<file path="src/sorted_deadline_task_queue_assert.svh">
// assertion macros for the sorted deadline task queue
// expects i_clk and i_rst_n in the scope of use
`ifndef SORTED_DEADLINE_TASK_QUEUE_ASSERT_SVH
`define SORTED_DEADLINE_TASK_QUEUE_ASSERT_SVH

// antecedent implies consequent in the same cycle
`define SDTQ_ASSERT_NOW(label, ante, cons) \
    label: assert property (@(posedge i_clk) disable iff (!i_rst_n) (ante) |-> (cons)) \
        else $error("sdtq assertion failed");

// antecedent implies consequent in the next cycle
`define SDTQ_ASSERT_NEXT(label, ante, cons) \
    label: assert property (@(posedge i_clk) disable iff (!i_rst_n) (ante) |=> (cons)) \
        else $error("sdtq assertion failed");

`endif

</file>
<file path="src/sdtq_pkg.sv">
`timescale 1ns / 1ps
// shared constants for the sorted deadline task queue
// no dependencies
package sdtq_pkg;

    localparam int TASKS_DEF = 8;
    localparam int MODE_W    = 3;
    localparam int ID_W      = 3;
    localparam int TIME_W    = 32;

    localparam logic [MODE_W-1:0] MODE_DELAY   = 3'd0;
    localparam logic [MODE_W-1:0] MODE_EXTEND  = 3'd1;
    localparam logic [MODE_W-1:0] MODE_SUSPEND = 3'd2;
    localparam logic [MODE_W-1:0] MODE_RESUME  = 3'd3;
    localparam logic [MODE_W-1:0] MODE_POLL    = 3'd4;

    localparam logic [TIME_W-1:0] SUSPEND_VALUE = 32'hffff_ffff;

endpackage

</file>
<file path="src/sdtq_if.sv">
`timescale 1ns / 1ps
// command and response channel interfaces for the task queue
// depends on sdtq_pkg
interface sdtq_cmd_if import sdtq_pkg::*; ();
    logic              valid;
    logic              ready;
    logic [MODE_W-1:0] mode;
    logic [ID_W-1:0]   task_id;
    logic [TIME_W-1:0] amount;
    logic [TIME_W-1:0] now;

    modport source (output valid, mode, task_id, amount, now, input ready);
    modport sink   (input valid, mode, task_id, amount, now, output ready);
endinterface

interface sdtq_rsp_if import sdtq_pkg::*; ();
    logic              valid;
    logic              ready;
    logic [ID_W-1:0]   head_task;
    logic [TIME_W-1:0] head_deadline;
    logic              head_due;

    modport source (output valid, head_task, head_deadline, head_due, input ready);
    modport sink   (input valid, head_task, head_deadline, head_due, output ready);
endinterface

</file>
<file path="src/sorted_deadline_task_queue.sv">
`timescale 1ns / 1ps
// channel  | dir | modport            | payload
// i_cmd    | in  | sdtq_cmd_if.sink   | mode, task_id, amount, now
// o_rsp    | out | sdtq_rsp_if.source | head_task, head_deadline, head_due
// one command at a time: the next is taken after the last response is registered
// the deadline memory scan runs one task per cycle through a single compare unit
// polls and ignored commands skip the scan and the move
// reset clears state and deadline valid bits, sets the list to id order at once
// a waiting response is held in its register; the next command is taken meanwhile
// and its own response waits until the register is free
// depends on sdtq_pkg, sdtq_if, sdtq_order and the assertion header
`include "sorted_deadline_task_queue_assert.svh"
module sorted_deadline_task_queue import sdtq_pkg::*; #(
    parameter int TASKS = TASKS_DEF
) (
    input  logic              i_clk,
    input  logic              i_rst_n,
    sdtq_cmd_if.sink          i_cmd,
    sdtq_rsp_if.source        o_rsp
);

    localparam int AW = $clog2(TASKS);

    typedef enum logic [2:0] {
        S_IDLE,
        S_BASE,
        S_SCAN,
        S_MOVE,
        S_HEAD,
        S_RESP
    } t_state;

    t_state            r_state;
    logic [MODE_W-1:0] r_mode;
    logic [ID_W-1:0]   r_tid;
    logic              r_act;
    logic [TIME_W-1:0] r_amount;
    logic [TIME_W-1:0] r_now;
    logic [TIME_W-1:0] r_nd;
    logic [AW-1:0]     r_cnt;
    logic [AW-1:0]     r_place;

    logic              r_out_vld;
    logic [ID_W-1:0]   r_out_task;
    logic [TIME_W-1:0] r_out_dl;
    logic              r_out_due;

    logic [TIME_W-1:0] r_mem [TASKS];
    logic [TASKS-1:0]  r_valid;
    logic [TIME_W-1:0] r_rd_data;
    logic              r_rd_vld;

    logic [AW-1:0]     w_rd_addr;
    logic [TIME_W-1:0] w_rd;
    logic [TIME_W-1:0] w_sum;
    logic [AW-1:0]     w_tid_a;
    logic [AW-1:0]     w_head;
    logic              w_accept;
    logic              w_cmd_act;

    assign w_accept  = i_cmd.valid && i_cmd.ready;
    assign w_cmd_act = (i_cmd.mode <= MODE_RESUME)
                       && (32'(i_cmd.task_id) < 32'(TASKS));
    assign w_tid_a   = AW'(r_tid);
    assign w_rd      = r_rd_vld ? r_rd_data : SUSPEND_VALUE;

    // shared adder: delay from now or extend the stored deadline
    assign w_sum = ((r_mode == MODE_DELAY) ? r_now : w_rd) + r_amount;

    sdtq_order #(
        .TASKS (TASKS)
    ) u_order (
        .i_clk   (i_clk),
        .i_rst_n (i_rst_n),
        .i_move  (r_state == S_MOVE),
        .i_tid   (w_tid_a),
        .i_place (r_place),
        .o_head  (w_head)
    );

    always_comb begin
        unique case (r_state)
            S_IDLE:  w_rd_addr = AW'(i_cmd.task_id);
            S_BASE:  w_rd_addr = '0;
            S_SCAN:  w_rd_addr = AW'(r_cnt + 1'b1);
            S_MOVE:  w_rd_addr = w_head;
            S_HEAD:  w_rd_addr = w_head;
            S_RESP:  w_rd_addr = w_head;
            default: w_rd_addr = '0;
        endcase
    end

    // deadline memory, unwritten entries read as suspended
    always_ff @(posedge i_clk) begin
        if (r_state == S_MOVE) begin
            r_mem[w_tid_a] <= r_nd;
        end
        r_rd_data <= r_mem[w_rd_addr];
    end

    always_ff @(posedge i_clk) begin
        if (!i_rst_n) begin
            r_valid  <= '0;
            r_rd_vld <= 1'b0;
        end else begin
            if (r_state == S_MOVE) begin
                r_valid[w_tid_a] <= 1'b1;
            end
            r_rd_vld <= r_valid[w_rd_addr];
        end
    end

    always_ff @(posedge i_clk) begin
        if (!i_rst_n) begin
            r_state   <= S_IDLE;
            r_out_vld <= 1'b0;
            r_act     <= 1'b0;
        end else begin
            if (o_rsp.ready && (r_state != S_RESP)) begin
                r_out_vld <= 1'b0;
            end
            unique case (r_state)
                S_IDLE: begin
                    if (w_accept) begin
                        r_mode   <= i_cmd.mode;
                        r_tid    <= i_cmd.task_id;
                        r_amount <= i_cmd.amount;
                        r_now    <= i_cmd.now;
                        r_act    <= w_cmd_act;
                        r_state  <= S_BASE;
                    end
                end
                S_BASE: begin
                    unique case (r_mode)
                        MODE_DELAY:   r_nd <= w_sum;
                        MODE_EXTEND:  r_nd <= w_sum;
                        MODE_SUSPEND: r_nd <= SUSPEND_VALUE;
                        MODE_RESUME:  r_nd <= r_now;
                        default:      r_nd <= r_nd;
                    endcase
                    r_cnt   <= '0;
                    r_place <= '0;
                    r_state <= r_act ? S_SCAN : S_HEAD;
                end
                S_SCAN: begin
                    // count the other tasks due no later than the new deadline
                    if (r_cnt != w_tid_a && w_rd <= r_nd) begin
                        r_place <= r_place + 1'b1;
                    end
                    r_cnt <= r_cnt + 1'b1;
                    if (r_cnt == AW'(TASKS - 1)) begin
                        r_state <= S_MOVE;
                    end
                end
                S_MOVE: begin
                    r_state <= S_HEAD;
                end
                S_HEAD: begin
                    r_state <= S_RESP;
                end
                S_RESP: begin
                    if (!r_out_vld || o_rsp.ready) begin
                        r_out_vld  <= 1'b1;
                        r_out_task <= ID_W'(w_head);
                        r_out_dl   <= w_rd;
                        r_out_due  <= (r_now >= w_rd);
                        r_state    <= S_IDLE;
                    end
                end
                default: r_state <= S_IDLE;
            endcase
        end
    end

    assign i_cmd.ready         = (r_state == S_IDLE);
    assign o_rsp.valid         = r_out_vld;
    assign o_rsp.head_task     = r_out_task;
    assign o_rsp.head_deadline = r_out_dl;
    assign o_rsp.head_due      = r_out_due;

    `SDTQ_ASSERT_NOW(a_rsp_from_resp, $rose(o_rsp.valid), $past(r_state) == S_RESP)
    `SDTQ_ASSERT_NOW(a_place_in_range, r_state == S_MOVE, r_place <= AW'(TASKS - 1))
    `SDTQ_ASSERT_NOW(a_move_only_active, r_state == S_MOVE, r_act)
    `SDTQ_ASSERT_NEXT(a_front_insert, (r_state == S_MOVE) && (r_place == '0), w_head == w_tid_a)

endmodule

</file>
<file path="src/sdtq_order.sv">
`timescale 1ns / 1ps
// ordered list of task ids, earliest deadline in slot 0
// self-contained; driven by the sorted_deadline_task_queue sequencer
module sdtq_order #(
    parameter int TASKS = 8
) (
    input  logic                     i_clk,
    input  logic                     i_rst_n,
    input  logic                     i_move,
    input  logic [$clog2(TASKS)-1:0] i_tid,
    input  logic [$clog2(TASKS)-1:0] i_place,
    output logic [$clog2(TASKS)-1:0] o_head
);

    localparam int AW = $clog2(TASKS);

    logic [AW-1:0] r_order [TASKS];
    logic [AW-1:0] n_order [TASKS];
    logic [AW-1:0] r_slot;
    logic [AW-1:0] n_slot;

    // current slot of the task, one match per list
    always_comb begin
        n_slot = '0;
        for (int i = 0; i < TASKS; i++) begin
            if (r_order[i] == i_tid) begin
                n_slot = n_slot | AW'(i);
            end
        end
    end

    // remove from r_slot and reinsert at i_place, each lane picks a neighbour
    for (genvar g = 0; g < TASKS; g++) begin : g_lane
        logic [AW-1:0] w_left;
        logic [AW-1:0] w_right;
        if (g == 0) begin : g_first
            assign w_left = r_order[g];
        end else begin : g_mid
            assign w_left = (AW'(g) <= r_slot) ? r_order[g-1] : r_order[g];
        end
        if (g == TASKS - 1) begin : g_last
            assign w_right = r_order[g];
        end else begin : g_rest
            assign w_right = (AW'(g) < r_slot) ? r_order[g] : r_order[g+1];
        end
        always_comb begin
            priority if (AW'(g) < i_place) begin
                n_order[g] = w_right;
            end else if (AW'(g) == i_place) begin
                n_order[g] = i_tid;
            end else begin
                n_order[g] = w_left;
            end
        end
    end

    always_ff @(posedge i_clk) begin
        if (!i_rst_n) begin
            for (int i = 0; i < TASKS; i++) begin
                r_order[i] <= AW'(i);
            end
        end else if (i_move) begin
            r_order <= n_order;
        end
    end

    always_ff @(posedge i_clk) begin
        r_slot <= n_slot;
    end

    assign o_head = r_order[0];

endmodule

</file>
<file path="src/flat_wrapper.sv">
// flat-port wrapper written by rule: the top's interface ports become plain ports
module sorted_deadline_task_queue_flat import sdtq_pkg::*;
#(
    parameter int TASKS = TASKS_DEF
)
  (i_clk, i_rst_n, i_cmd_valid, i_cmd_mode, i_cmd_task_id, i_cmd_amount, i_cmd_now, i_cmd_ready, o_rsp_valid, o_rsp_head_task, o_rsp_head_deadline, o_rsp_head_due, o_rsp_ready);
  sdtq_cmd_if i_cmd_i ();
  sdtq_rsp_if o_rsp_i ();
  input  logic i_clk;
  input  logic i_rst_n;
  input wire logic [$bits(i_cmd_i.valid)-1:0] i_cmd_valid;
  input wire logic [$bits(i_cmd_i.mode)-1:0] i_cmd_mode;
  input wire logic [$bits(i_cmd_i.task_id)-1:0] i_cmd_task_id;
  input wire logic [$bits(i_cmd_i.amount)-1:0] i_cmd_amount;
  input wire logic [$bits(i_cmd_i.now)-1:0] i_cmd_now;
  output wire logic [$bits(i_cmd_i.ready)-1:0] i_cmd_ready;
  output wire logic [$bits(o_rsp_i.valid)-1:0] o_rsp_valid;
  output wire logic [$bits(o_rsp_i.head_task)-1:0] o_rsp_head_task;
  output wire logic [$bits(o_rsp_i.head_deadline)-1:0] o_rsp_head_deadline;
  output wire logic [$bits(o_rsp_i.head_due)-1:0] o_rsp_head_due;
  input wire logic [$bits(o_rsp_i.ready)-1:0] o_rsp_ready;
  assign i_cmd_i.valid = i_cmd_valid;
  assign i_cmd_i.mode = i_cmd_mode;
  assign i_cmd_i.task_id = i_cmd_task_id;
  assign i_cmd_i.amount = i_cmd_amount;
  assign i_cmd_i.now = i_cmd_now;
  assign i_cmd_ready = i_cmd_i.ready;
  assign o_rsp_valid = o_rsp_i.valid;
  assign o_rsp_head_task = o_rsp_i.head_task;
  assign o_rsp_head_deadline = o_rsp_i.head_deadline;
  assign o_rsp_head_due = o_rsp_i.head_due;
  assign o_rsp_i.ready = o_rsp_ready;
  sorted_deadline_task_queue #(.TASKS(TASKS)) u_core (.i_clk(i_clk), .i_rst_n(i_rst_n), .i_cmd(i_cmd_i), .o_rsp(o_rsp_i));
endmodule
</file>
<file path="config.mk">
export PLATFORM = sky130hd
export DESIGN_NAME = sorted_deadline_task_queue_flat
export DESIGN_NICKNAME = d
export VERILOG_FILES = /design/src/sdtq_pkg.sv /design/src/sdtq_if.sv /design/src/sorted_deadline_task_queue.sv /design/src/sdtq_order.sv /design/src/flat_wrapper.sv
export VERILOG_INCLUDE_DIRS = /design/src /design/src/src
export SDC_FILE = /design/constraint.sdc
export NUM_CORES = 1
export LEC_CHECK = 0
export ABC_AREA = 1
export BUFFER_PORTS_ARGS = -buffer_cell sky130_fd_sc_hd__buf_4
export CORE_MARGIN = 1.5
export CORE_UTILIZATION = 49
export CTS_CLUSTER_DIAMETER = 100
export DETAILED_ROUTE_END_ITERATION = 8
export HOLD_SLACK_MARGIN = 0.03
export PLACE_DENSITY = 0.66
export SYNTH_ARGS = -nofsm -noshare
export SYNTH_HDL_FRONTEND = slang
export SYNTH_SLANG_ARGS = --single-unit
</file>
<file path="constraint.sdc">
create_clock -name i_clk -period 12.11 [get_ports i_clk]
set_input_delay 2.422 -clock i_clk [delete_from_list [all_inputs] [get_ports i_clk]]
set_output_delay 2.422 -clock i_clk [all_outputs]
set_load 0.02 [all_outputs]
</file>
==> out/metrics.json, run 1 <==
{
  "status": {
    "run_status": "complete, no violations"
  },
  "logic_synthesis": {
    "yosysTopAreaCell": "sky130_fd_sc_hd__edfxtp_1",
    "synth.yosys.warnings": 0,
    "total_nets_after_synthesis": 2224,
    "synth.cell_area_sq_um": 21900,
    "synth_area_per_cell_sq_um": 10.7,
    "netlist-cell-type-count": 56,
    "synth_edf_count": 400,
    "synth-seq-cells": 473,
    "post_synth_main_area_contributors": "sky130_fd_sc_hd__edfxtp_1 (55%), sky130_fd_sc_hd__dfxtp_1 (6.7%), sky130_fd_sc_hd__ha_1 (5.7%), sky130_fd_sc_hd__nand2_1 (4.9%), sky130_fd_sc_hd__nor2_1 (4.2%)",
    "syn_inst": 2050,
    "netlist.area_leader.share": 0.550,
    "ys_async_sr_fraction": 0,
    "synth_flop_cell": "sky130_fd_sc_hd__edfxtp_1",
    "ys_seq_area_frac": 0.617
  },
  "final_layout": {
    "antenna_cells": 0,
    "layout.cells.most_common_list": "sky130_fd_sc_hd__edfxtp_1 (400), sky130_fd_sc_hd__nand2_1 (283), sky130_fd_sc_hd__nor2_1 (237)",
    "nNetsFinal": 2335,
    "layout-drive-gt1-share": 0.123,
    "final.fill_count": 3726,
    "sequential_cell_area_sq_um": 13500,
    "most_common_library_cell_in_the_layout_ignoring_fill_and_taps": "sky130_fd_sc_hd__edfxtp_1",
    "syn2layout_area_growth_pct": 13.8,
    "multi_input_combinational_cell_area_sq_um": 7340
  },
  "setup_path": {
    "timing.critical_path.from": "i_cmd_task_id[0]",
    "reg2reg_depth": 16,
    "timing.critical_path.to": "u_core.r_rd_data[31]",
    "rr_startpoint": "u_core.r_rd_vld",
    "worst-endpoint-required_ns": 12.64,
    "worstPathCellList": "buf_4, nand2_1, nand3_4, clkinv_2, buf_4, o21ai_0, o22ai_1, nand2_1, nand2_1",
    "crit_path_end_kind": "register",
    "criticalPathCategory": "input port to register",
    "r2r_setup_slack_ns": 7.80,
    "worstSetupStartpointType": "input port",
    "crit_top_cell": "sky130_fd_sc_hd__nand2_1",
    "path_max_fanout": 98,
    "rr_endpoint": "u_core.r_nd[24]",
    "delay_of_the_slowest_cell_on_the_worst_path_ns": 0.86,
    "worst_ep_arrival_ns": 5.03,
    "worstPathBufferInverterCount": 3,
    "critical-path-slowest-cell": "sky130_fd_sc_hd__buf_4",
    "timing.critical_path.max_delay_family": "buffers and inverters",
    "timing.critical_path.depth": 9
  },
  "route": {
    "via_count": 15500,
    "ant_nets": 0,
    "totalWireLength_mm": 55.1,
    "drt-wirelength-per-cell_um": 19.7,
    "drc_errors": 0,
    "detailedRoute.firstPassIterationCount": 5,
    "drt_iter0_drc": 1465,
    "vias_per_cell": 5.56
  },
  "sta": {
    "max_slew.worst_pin.slew_ns": 1.13,
    "maxClockFrequency_ghz": 0.222,
    "timing.slew.headroom": 0.244,
    "hold_viol_final": 0,
    "final_report_setup_violation_count": 0,
    "final.min_clock_period_ns": 4.50,
    "slew_viol_final": 0,
    "setup-tns-final_ns": 0,
    "min_period_over_period": 0.372,
    "worst_clock_skew_ns": 0.0235,
    "rsz0062_at_grt": "false"
  },
  "job": {
    "maximum_capacitance_violations": 0
  },
  "grt": {
    "first_pass_grt_wire_length_mm": 84.8,
    "antenna_found_initial": 0,
    "grtUsageTotal": 0.239,
    "pin_count_of_the_biggest_net_entering_global_routing": 99,
    "first_global_vias": 15100,
    "gr-total-overflow": 0
  },
  "clocking": {
    "htreeDepth": 2,
    "tritoncts_clock_tree": "yes",
    "cts.repair.resized": 0,
    "clk_pin_slew_worst_paths_ns": 0.06,
    "cts_made_buffers": 49,
    "clkSinkCount": 473,
    "total_of_hold_buffers_inserted_after_clock_tree_synthesis": 0,
    "clkLatencyLatePin_ns": 0.59,
    "clock_path_buffers": 3,
    "cts.repair_timing.setup_buffer_count": 0,
    "clk_root_buffer_cell": "sky130_fd_sc_hd__clkbuf_16"
  },
  "power_and_ir_drop": {
    "ir_drop_v": 0.000120,
    "total_power_w": 0.00412,
    "leakage_nw": 9.42,
    "cellPowerDensity_nw_per_um2": 166
  },
  "worst_hold_path": {
    "holdCritPathClass": "register to register",
    "holdPathStages": 0
  },
  "placement": {
    "buffer_ports.inserted": 111,
    "detailedPlacementHpwl_mm": 36.8,
    "gp_routability_congestion": 0.958
  },
  "die": {
    "core_area_sq_um": 44100,
    "floorplan.die_area_sq_um": 45900,
    "io_pins": 112,
    "initial_utilization": 0.495,
    "die_w_um": 214,
    "die_h_um": 214,
    "placementRows": 77
  }
}
[logic make-up after synthesis]
| logic type | count (synthesis) | share of synthesized area |
|---|---|---|
| xor+xnor | 32 | 0.0128 |
| compound gates | 534 | 0.139 |
| flops | 473 | 0.617 |
| simple gates | 649 | 0.123 |
| fa+ha+maj | 100 | 0.0576 |
| buf+inv | 262 | 0.0510 |
[cells in the mapped netlist, drive strengths merged (34+ instances only)]
cell,number
ha,99
nor2,244
a21oi,138
clkbuf,34
or2,37
o21ai,252
dfxtp,73
buf,38
nand2,284
nand3,39
o22ai,46
inv,189
edfxtp,400
o21bai,37
[per-stage QoR]
| stage | util | hold slack, ns | cells | setup slack, ns | instance area [sq um] |
|---|---|---|---|---|---|
| global placement | 0.527 | 0.418 | 2702 | 7.14 | 23300 |
| floorplan | - | 0.408 | 2050 | 5.85 | 21900 |
| CTS | 0.564 | 0.432 | 2791 | 7.64 | 24900 |
| global route | 0.564 | 0.450 | 2791 | 7.39 | 24900 |
| finish | 0.564 | 0.443 | 2791 | 7.61 | 24900 |
| detailed placement | 0.527 | 0.417 | 2702 | 7.04 | 23300 |
[power breakdown]
group | internal (W) | switching, W
logic | 0.000237 | 0.000451
registers | 0.00185 | 0.0000679
clock network | 0.000886 | 0.000631
[final cells by class]
| cell class | instances | area share |
|---|---|---|
| Clock buffer | 59 | 0.0517 |
| Multi-Input combinational cell | 1315 | 0.295 |
| Tap cell | 592 | 0.0298 |
| Inverter | 190 | 0.0288 |
| Sequential cell | 473 | 0.542 |
| Timing Repair Buffer | 132 | 0.0398 |
| Clock inverter | 30 | 0.0130 |
[state kept, by name, indices dropped and copies added, names as in the netlist, 8 cells and up]
name                        cells
u_core.r_mem                  256
u_core.o_rsp.head_deadline     32
u_core.r_amount                32
u_core.r_nd                    32
u_core.r_now                   32
u_core.r_rd_data               32
u_core.u_order.r_order         18
u_core.r_valid                  8
[worst min-delay path by stage]
stage,endpoint,start,slack (ns)
after global routing,u_core.o_rsp.head_task[2],u_core.u_order.o_head[2],0.45
final,u_core.o_rsp.head_task[2],u_core.u_order.o_head[2],0.44
after global placement,u_core.o_rsp.head_task[2],u_core.u_order.o_head[2],0.42
after CTS,u_core.o_rsp.head_task[2],u_core.u_order.o_head[2],0.43
after floorplan,u_core.o_rsp.head_task[1],u_core.u_order.o_head[1],0.41
after detailed placement,u_core.o_rsp.head_task[2],u_core.u_order.o_head[2],0.42
[layer usage]
| metal | routed length [um] | vias up | track usage |
|---|---|---|---|
| li1 | - | 7461 | - |
| met1 | 24800 | 7398 | 0.343 |
| met2 | 24600 | 563 | 0.372 |
| met3 | 4290 | 87 | 0.0437 |
| met4 | 1390 | 0 | 0.0697 |
| met5 | 0 | - | 0 |
No activity file was read; power rests on OpenSTA's default activity.
==> inputs of run 2 (changes only) <==
==> constraint.sdc (replaced) <==
create_clock -name i_clk -period 4.2 [get_ports i_clk]
set_input_delay 0.84 -clock i_clk [delete_from_list [all_inputs] [get_ports i_clk]]
set_output_delay 0.84 -clock i_clk [all_outputs]
set_load 0.02 [all_outputs]
==> out/metrics.json, run 2 (synthesis gave the netlist of run 1 again) <==
{
  "status": {
    "run_status": {"value": "complete, no violations", "change": "unchanged"}
  },
  "grt": {
    "first_pass_grt_wire_length": {"value": 87.1, "unit": "mm", "change": "was 84.8 mm"},
    "pin_count_of_the_biggest_net_entering_global_routing": {"value": 135, "change": "was 99"},
    "antenna_found_initial": {"value": 0, "change": "unchanged"},
    "grtUsageTotal": {"value": 0.247, "change": "was 0.239"},
    "gr-total-overflow": {"value": 0, "change": "unchanged"},
    "first_global_vias": {"value": 15100, "change": "about the same"}
  },
  "sta": {
    "timing.slew.headroom": {"value": 0.512, "change": "was 0.244"},
    "maxClockFrequency_ghz": 0.282,
    "rsz0062_at_grt": {"value": "false", "change": "unchanged"},
    "worst_clock_skew": {"value": 0.0214, "unit": "ns", "change": "was 0.0235 ns"},
    "min_period_over_period": 0.844,
    "hold_viol_final": {"value": 0, "change": "unchanged"},
    "final.min_clock_period_ns": 3.55,
    "slew_viol_final": {"value": 0, "change": "unchanged"},
    "max_slew.worst_pin.slew": {"value": 0.733, "unit": "ns", "change": "was 1.13 ns"},
    "final_report_setup_violation_count": {"value": 0, "change": "unchanged"},
    "setup-tns-final": {"value": 0, "unit": "ns", "change": "unchanged"}
  },
  "route": {
    "drt-met1-wl": {"value": 25.8, "unit": "mm", "change": "was 24.8 mm"},
    "routed-wl-met2": {"value": 25.2, "unit": "mm", "change": "was 24.6 mm"},
    "routed-wl-met3": {"value": 4.34, "unit": "mm", "change": "was 4.29 mm"},
    "drc_errors": {"value": 0, "change": "unchanged"},
    "detailedRoute.firstPassIterationCount": {"value": 6, "change": "was 5"},
    "totalWireLength": {"value": 56.9, "unit": "mm", "change": "was 55.1 mm"},
    "drt-wirelength-per-cell": {"value": 20.3, "unit": "um", "change": "was 19.7 um"},
    "ant_nets": {"value": 0, "change": "unchanged"},
    "drt_iter0_drc": {"value": 1466, "change": "was 1465"},
    "maxUsedRoutingLayer": {"value": "met4", "change": "unchanged"},
    "via_count": {"value": 15600, "change": "was 15500"},
    "vias_per_cell": {"value": 5.57, "change": "was 5.56"}
  },
  "setup_path": {
    "crit_top_cell": {"value": "sky130_fd_sc_hd__nand2_1", "change": "unchanged"},
    "path_max_fanout": {"value": 26, "change": "was 98"},
    "criticalPathCategory": {"value": "register to register", "change": "was input port to register"},
    "worst_ep_arrival": {"value": 3.90, "unit": "ns", "change": "was 5.03 ns"},
    "worstPathCellList": {"value": "nor2_1, nand2_2, o21ai_0, ha_1, a21oi_1, nand2_1, a21boi_0, o21bai_1, nand2_1, nand3_1, or2_2, nand3_1, nand2_1", "change": "was buf_4, nand2_1, nand3_4, clkinv_2, buf_4, o21ai_0, o22ai_1, nand2_1, nand2_1"},
    "crit_path_end_kind": {"value": "register", "change": "unchanged"},
    "critical-path-slowest-cell": {"value": "sky130_fd_sc_hd__a21boi_0", "change": "was sky130_fd_sc_hd__buf_4"},
    "worst-endpoint-required": {"value": 4.55, "unit": "ns", "change": "was 12.64 ns"},
    "worstSetupStartpointType": {"value": "register", "change": "was input port"},
    "reg2reg_depth": {"value": 13, "change": "was 16"},
    "delay_of_the_slowest_cell_on_the_worst_path": {"value": 0.49, "unit": "ns", "change": "was 0.86 ns"}
  },
  "job": {
    "maximum_capacitance_violations": {"value": 0, "change": "unchanged"}
  },
  "placement": {
    "dp.cells": {"value": 2718, "change": "was 2702"},
    "gp_routability_congestion": {"value": 0.933, "change": "was 0.958"},
    "detailedPlacementHpwl": {"value": 38.3, "unit": "mm", "change": "was 36.8 mm"},
    "buffer_ports.inserted": {"value": 111, "change": "unchanged"},
    "detailed_place.area": {"value": 23400, "unit": "sq um", "change": "was 23300 sq um"}
  },
  "worst_hold_path": {
    "holdPathStages": {"value": 1, "change": "was 0"},
    "holdCritPathClass": {"value": "input port to register", "change": "was register to register"}
  },
  "clocking": {
    "clock_path_buffers": {"value": 3, "change": "unchanged"},
    "clk_root_buffer_cell": {"value": "sky130_fd_sc_hd__clkbuf_16", "change": "unchanged"},
    "clk_pin_slew_worst_paths": {"value": 0.07, "unit": "ns", "change": "was 0.06 ns"},
    "clkLatencyLatePin": {"value": 0.60, "unit": "ns", "change": "was 0.59 ns"},
    "cts.repair_timing.setup_buffer_count": {"value": 0, "change": "unchanged"},
    "total_of_hold_buffers_inserted_after_clock_tree_synthesis": {"value": 0, "change": "unchanged"},
    "cts_made_buffers": {"value": 47, "change": "was 49"},
    "cts.repair.resized": {"value": 0, "change": "unchanged"},
    "htreeDepth": {"value": 2, "change": "unchanged"},
    "clkSinkCount": {"value": 473, "change": "unchanged"},
    "tritoncts_clock_tree": {"value": "yes", "change": "unchanged"}
  },
  "final_layout": {
    "layout.cells.most_common_list": {"value": "sky130_fd_sc_hd__edfxtp_1 (400), sky130_fd_sc_hd__nand2_1 (283), sky130_fd_sc_hd__nor2_1 (237)", "change": "unchanged"},
    "finish.instance_area": {"value": 25000, "unit": "sq um", "change": "was 24900 sq um"},
    "registers.top_by_ff_count": {"value": "u_core.r_mem", "change": "unchanged"},
    "max_reg_flops": {"value": 256, "change": "unchanged"},
    "most_common_library_cell_in_the_layout_ignoring_fill_and_taps": {"value": "sky130_fd_sc_hd__edfxtp_1", "change": "unchanged"},
    "layout-drive-gt1-share": {"value": 0.130, "change": "was 0.123"},
    "syn2layout_area_growth": {"value": 14.4, "unit": "%", "change": "was 13.8%"},
    "nNetsFinal": {"value": 2349, "change": "was 2335"},
    "finish.cell_count_without_fillers": {"value": 2806, "change": "was 2791"}
  },
  "power_and_ir_drop": {
    "cellPowerDensity": {"value": 473, "unit": "nW/um^2", "change": "was 166 nW/um^2"},
    "total_power": {"value": 0.0118, "unit": "W", "change": "was 0.00412 W"},
    "leakage": {"value": 9.49, "unit": "nW", "change": "was 9.42 nW"},
    "ir_drop": {"value": 0.000338, "unit": "V", "change": "was 0.000120 V"}
  },
  "die": {
    "die_w": {"value": 214, "unit": "um", "change": "unchanged"},
    "placementRows": {"value": 77, "change": "unchanged"},
    "io_pins": {"value": 112, "change": "unchanged"},
    "floorplan.die_area": {"value": 45900, "unit": "sq um", "change": "unchanged"},
    "initial_utilization": {"value": 0.495, "change": "unchanged"},
    "core_area": {"value": 44100, "unit": "sq um", "change": "unchanged"},
    "die_h": {"value": 214, "unit": "um", "change": "unchanged"}
  }
}
-- run 2: cell types whose count changed in the layout (fill, tap and decap cells not counted), moves of 2 or more --
| cell | change |
|---|---|
| sky130_fd_sc_hd__bufinv_16 | -2 |
| sky130_fd_sc_hd__clkbuf_16 | -3 |
| sky130_fd_sc_hd__clkinvlp_4 | +3 |
| sky130_fd_sc_hd__clkbuf_1 | -4 |
| sky130_fd_sc_hd__clkbuf_8 | +7 |
| sky130_fd_sc_hd__buf_12 | +3 |
| sky130_fd_sc_hd__clkinv_1 | +2 |
| sky130_fd_sc_hd__buf_4 | +13 |
| sky130_fd_sc_hd__clkinv_2 | -5 |
-- run 2: layout make-up --
cell class | instances | area [sq um]
fillers | 3744 | 19100
flip-flops and latches | 473 | 13500
multi-input cells | 1315 | 7350
clock buffers | 59 | 1290
repair buffers | 148 | 1150
well taps | 592 | 741
inverters | 190 | 714
clock inverters | 28 | 290
diodes | 1 | 2.50
-- run 2: report_power, final --
group | internal, W | switching (W)
sequential | 0.00532 | 0.000169
combinational | 0.000709 | 0.00136
clock | 0.00244 | 0.00183
-- run 2: worst max-delay path, delay by kind of cell (launching register included) --
family,cells,cell delay (ns)
and+or+nand+nor,8,1.19
adders and majority gates,1,0.35
DFF,1,0.45
AOI/OAI and AO/OA,4,1.34
-- run 2: through the flow --
step / util / hold WS (ns) / setup slack [ns]
detailed placement: 0.531 / 0.428 / 0.645
global placement: 0.531 / 0.425 / 0.660
global route: 0.567 / 0.389 / 0.304
CTS: 0.567 / 0.381 / 0.635
finish: 0.567 / 0.411 / 0.654
floorplan: - / 0.408 / 0.236
-- run 2: per-layer routing --
| layer | global-route usage | vias to the layer above |
|---|---|---|
| met5 | 0 | - |
| met4 | 0.0796 | 0 |
| met3 | 0.0355 | 88 |
| met2 | 0.380 | 574 |
| met1 | 0.361 | 7471 |
| li1 | - | 7486 |
-- run 2: final timing paths --
kind | slack (ns) | start | to
setup / recovery | 0.65 | u_core.r_mode[2] | u_core.r_nd[25]
hold reg to reg | 0.45 | u_core.u_order.o_head[1] | u_core.o_rsp.head_task[1]
setup reg to reg | 0.65 | u_core.r_mode[2] | u_core.r_nd[25]
hold / removal | 0.41 | i_cmd_now[14] | u_core.r_now[14]
==> inputs of run 3 (changes only) <==
==> constraint.sdc (replaced) <==
create_clock -name i_clk -period 3.6 [get_ports i_clk]
set_input_delay 0.72 -clock i_clk [delete_from_list [all_inputs] [get_ports i_clk]]
set_output_delay 0.72 -clock i_clk [all_outputs]
set_load 0.02 [all_outputs]
==> out/metrics.json, run 3 (synthesis gave the netlist of run 1 again) <==
{
  "die": {
    "floorplan.die_area": {"value": 45900, "unit": "sq um", "change": "unchanged"},
    "initial_utilization": {"value": 0.495, "change": "unchanged"},
    "placementRows": {"value": 77, "change": "unchanged"},
    "die_h": {"value": 214, "unit": "um", "change": "unchanged"},
    "io_pins": {"value": 112, "change": "unchanged"},
    "core_area": {"value": 44100, "unit": "sq um", "change": "unchanged"},
    "die_w": {"value": 214, "unit": "um", "change": "unchanged"}
  },
  "sta": {
    "hold_viol_final": {"value": 0, "change": "unchanged"},
    "final_report_setup_violation_count": {"value": 0, "change": "unchanged"},
    "slew_viol_final": {"value": 0, "change": "unchanged"},
    "hold_ws": {"value": 0.298, "unit": "ns", "change": "was 0.411 ns"},
    "final.min_clock_period": {"value": 3.27, "unit": "ns", "change": "was 3.55 ns"},
    "worst_clock_skew": {"value": 0.0242, "unit": "ns", "change": "was 0.0214 ns"},
    "rsz0062_at_grt": {"value": "false", "change": "unchanged"},
    "max_slew.worst_pin.slew": {"value": 1.26, "unit": "ns", "change": "was 0.733 ns"},
    "maxClockFrequency": {"value": 0.306, "unit": "GHz", "change": "was 0.282 GHz"},
    "min_period_over_period": {"value": 0.908, "change": "was 0.844"},
    "setup-tns-final": {"value": 0, "unit": "ns", "change": "unchanged"},
    "timing.slew.headroom": {"value": 0.155, "change": "was 0.512"}
  },
  "final_layout": {
    "registers.top_by_ff_count": {"value": "u_core.r_mem", "change": "unchanged"},
    "layout.cells.most_common_list": {"value": "sky130_fd_sc_hd__edfxtp_1 (400), sky130_fd_sc_hd__nand2_1 (283), sky130_fd_sc_hd__nor2_1 (237)", "change": "unchanged"},
    "share_of_the_core_filled_with_cells": {"value": 0.568, "change": "was 0.567"},
    "finish.cell_count_without_fillers": {"value": 2813, "change": "was 2806"},
    "max_reg_flops": {"value": 256, "change": "unchanged"},
    "antenna_cells": {"value": 0, "change": "was 1"},
    "layout-drive-gt1-share": {"value": 0.131, "change": "was 0.130"},
    "nNetsFinal": {"value": 2356, "change": "was 2349"},
    "syn2layout_area_growth": {"value": 14.7, "unit": "%", "change": "was 14.4%"},
    "most_common_library_cell_in_the_layout_ignoring_fill_and_taps": {"value": "sky130_fd_sc_hd__edfxtp_1", "change": "unchanged"},
    "final.fill_count": {"value": 3779, "change": "was 3744"}
  },
  "grt": {
    "first_global_vias": {"value": 15200, "change": "was 15100"},
    "gr-total-overflow": {"value": 0, "change": "unchanged"},
    "pin_count_of_the_biggest_net_entering_global_routing": {"value": 135, "change": "unchanged"},
    "first_pass_grt_wire_length": {"value": 87.4, "unit": "mm", "change": "was 87.1 mm"},
    "antenna_found_initial": {"value": 0, "change": "unchanged"},
    "grtUsageTotal": {"value": 0.247, "change": "about the same"}
  },
  "clocking": {
    "clk_root_buffer_cell": {"value": "sky130_fd_sc_hd__clkbuf_16", "change": "unchanged"},
    "clkSinkCount": {"value": 473, "change": "unchanged"},
    "cts.repair_timing.setup_buffer_count": {"value": 0, "change": "unchanged"},
    "clock_path_buffers": {"value": 3, "change": "unchanged"},
    "cts_made_buffers": {"value": 48, "change": "was 47"},
    "clkLatencyLatePin": {"value": 0.60, "unit": "ns", "change": "about the same"},
    "tritoncts_clock_tree": {"value": "yes", "change": "unchanged"},
    "htreeDepth": {"value": 2, "change": "unchanged"},
    "clk_pin_slew_worst_paths": {"value": 0.06, "unit": "ns", "change": "was 0.07 ns"},
    "total_of_hold_buffers_inserted_after_clock_tree_synthesis": {"value": 0, "change": "unchanged"},
    "cts.repair.resized": {"value": 0, "change": "unchanged"}
  },
  "setup_path": {
    "crit_top_cell": {"value": "sky130_fd_sc_hd__nand2_1", "change": "unchanged"},
    "critical-path-slowest-cell": {"value": "sky130_fd_sc_hd__nor4b_2", "change": "was sky130_fd_sc_hd__a21boi_0"},
    "worst-endpoint-required": {"value": 3.86, "unit": "ns", "change": "was 4.55 ns"},
    "path_max_fanout": {"value": 26, "change": "unchanged"},
    "delay_of_the_slowest_cell_on_the_worst_path": {"value": 0.52, "unit": "ns", "change": "was 0.49 ns"},
    "worstSetupStartpointType": {"value": "register", "change": "unchanged"},
    "worst_ep_arrival": {"value": 3.52, "unit": "ns", "change": "was 3.90 ns"},
    "criticalPathCategory": {"value": "register to register", "change": "unchanged"},
    "worstPathCellList": {"value": "inv_1, buf_4, nor2_1, inv_1, ha_1, nand2_1, nor2_1, nand2_1, nor4b_2, nand4_1, nand2_1, nand2_1, a21oi_1", "change": "was nor2_1, nand2_2, o21ai_0, ha_1, a21oi_1, nand2_1, a21boi_0, o21bai_1, nand2_1, nand3_1, or2_2, nand3_1, nand2_1"},
    "crit_path_end_kind": {"value": "register", "change": "unchanged"}
  },
  "power_and_ir_drop": {
    "cellPowerDensity": {"value": 544, "unit": "nW/um^2", "change": "was 473 nW/um^2"},
    "total_power": {"value": 0.0136, "unit": "W", "change": "was 0.0118 W"},
    "ir_drop": {"value": 0.000493, "unit": "V", "change": "was 0.000338 V"},
    "leakage": {"value": 9.50, "unit": "nW", "change": "was 9.49 nW"}
  },
  "placement": {
    "buffer_ports.inserted": {"value": 111, "change": "unchanged"},
    "dp.cells": {"value": 2724, "change": "was 2718"},
    "gp_routability_congestion": {"value": 0.972, "change": "was 0.933"},
    "detailedPlacementHpwl": {"value": 38.5, "unit": "mm", "change": "was 38.3 mm"}
  },
  "route": {
    "vias_per_cell": {"value": 5.58, "change": "was 5.57"},
    "ant_nets": {"value": 0, "change": "unchanged"},
    "detailedRoute.firstPassIterationCount": {"value": 5, "change": "was 6"},
    "totalWireLength": {"value": 56.8, "unit": "mm", "change": "was 56.9 mm"},
    "drt_iter0_drc": {"value": 1490, "change": "was 1466"},
    "drt-wirelength-per-cell": {"value": 20.2, "unit": "um", "change": "was 20.3 um"},
    "via_count": {"value": 15700, "change": "was 15600"},
    "drc_errors": {"value": 0, "change": "unchanged"}
  },
  "status": {
    "run_status": {"value": "complete, no violations", "change": "unchanged"}
  },
  "worst_hold_path": {
    "holdCritPathClass": {"value": "input port to register", "change": "unchanged"}
  },
  "job": {
    "maximum_capacitance_violations": {"value": 0, "change": "unchanged"}
  }
}
run 3: cell count changes in the layout (fill, tap and decap cells not counted), moves of 2 or more:
cell | previous run | this run
sky130_fd_sc_hd__nor3_4 | 2 | 5
sky130_fd_sc_hd__bufinv_16 | 4 | 1
sky130_fd_sc_hd__buf_12 | 3 | 7
sky130_fd_sc_hd__buf_4 | 145 | 147
sky130_fd_sc_hd__clkinv_1 | 7 | 4
sky130_fd_sc_hd__nor3_2 | 4 | 1
sky130_fd_sc_hd__clkinv_4 | 1 | 3
sky130_fd_sc_hd__clkbuf_1 | 5 | 14
sky130_fd_sc_hd__clkinv_2 | 10 | 6
run 3: cell type report:
class / instances / area (sq um) / share of cell area
repair buffers: 154 / 1240 / 0.0496
clock buffers: 69 / 1350 / 0.0538
multi-input cells: 1315 / 7370 / 0.294
flip-flops and latches: 473 / 13500 / 0.537
clock inverters: 20 / 178 / 0.00709
inverters: 190 / 714 / 0.0285
well taps: 592 / 741 / 0.0295
run 3: stage by stage:
stage | area [sq um] | worst slack (ns)
CTS | 25100 | 0.0853
global placement | 23500 | 0.134
floorplan | 21900 | 0.214
global route | 25100 | 0.104
finish | 25100 | 0.333
detailed placement | 23500 | 0.0943
run 3: path summary, 6_finish.rpt:
kind                                                from                   endpoint  slack [ns]  cells after the start
worst max-delay path                     u_core.r_rd_vld          u_core.r_place[2]        0.33                     13
worst min-delay path                    i_cmd_amount[16]        u_core.r_amount[16]        0.30                      1
worst max register to register           u_core.r_rd_vld          u_core.r_place[2]        0.33                     13
worst min register to register  u_core.u_order.o_head[1]  u_core.o_rsp.head_task[1]        0.44                      0
run 3: worst max-delay path, delay by kind of cell (launching register included):
kind	cells	cell delay, ns
flip-flops	1	0.37
buffers and inverters	3	0.48
AND/OR/NAND/NOR	8	1.50
AO/OA/AOI/OAI	1	0.27
adder cells (fa/ha/maj)	1	0.31
run 3: routing by layer:
metal / GRT usage / wire length [um] / vias to the layer above
met1: 0.368 / 26200 / 7572
met3: 0.0340 / 3910 / 88
met2: 0.381 / 25400 / 526
met4: 0.0662 / 1320 / 0
met5: 0 / 0 / -
li1: - / - / 7506
run 3: report_power, final:
group	internal [W]	leakage (nW)	switching, W
sequential	0.00621	4.20	0.000211
clock	0.00270	0.730	0.00211
combinational	0.000846	4.57	0.00157
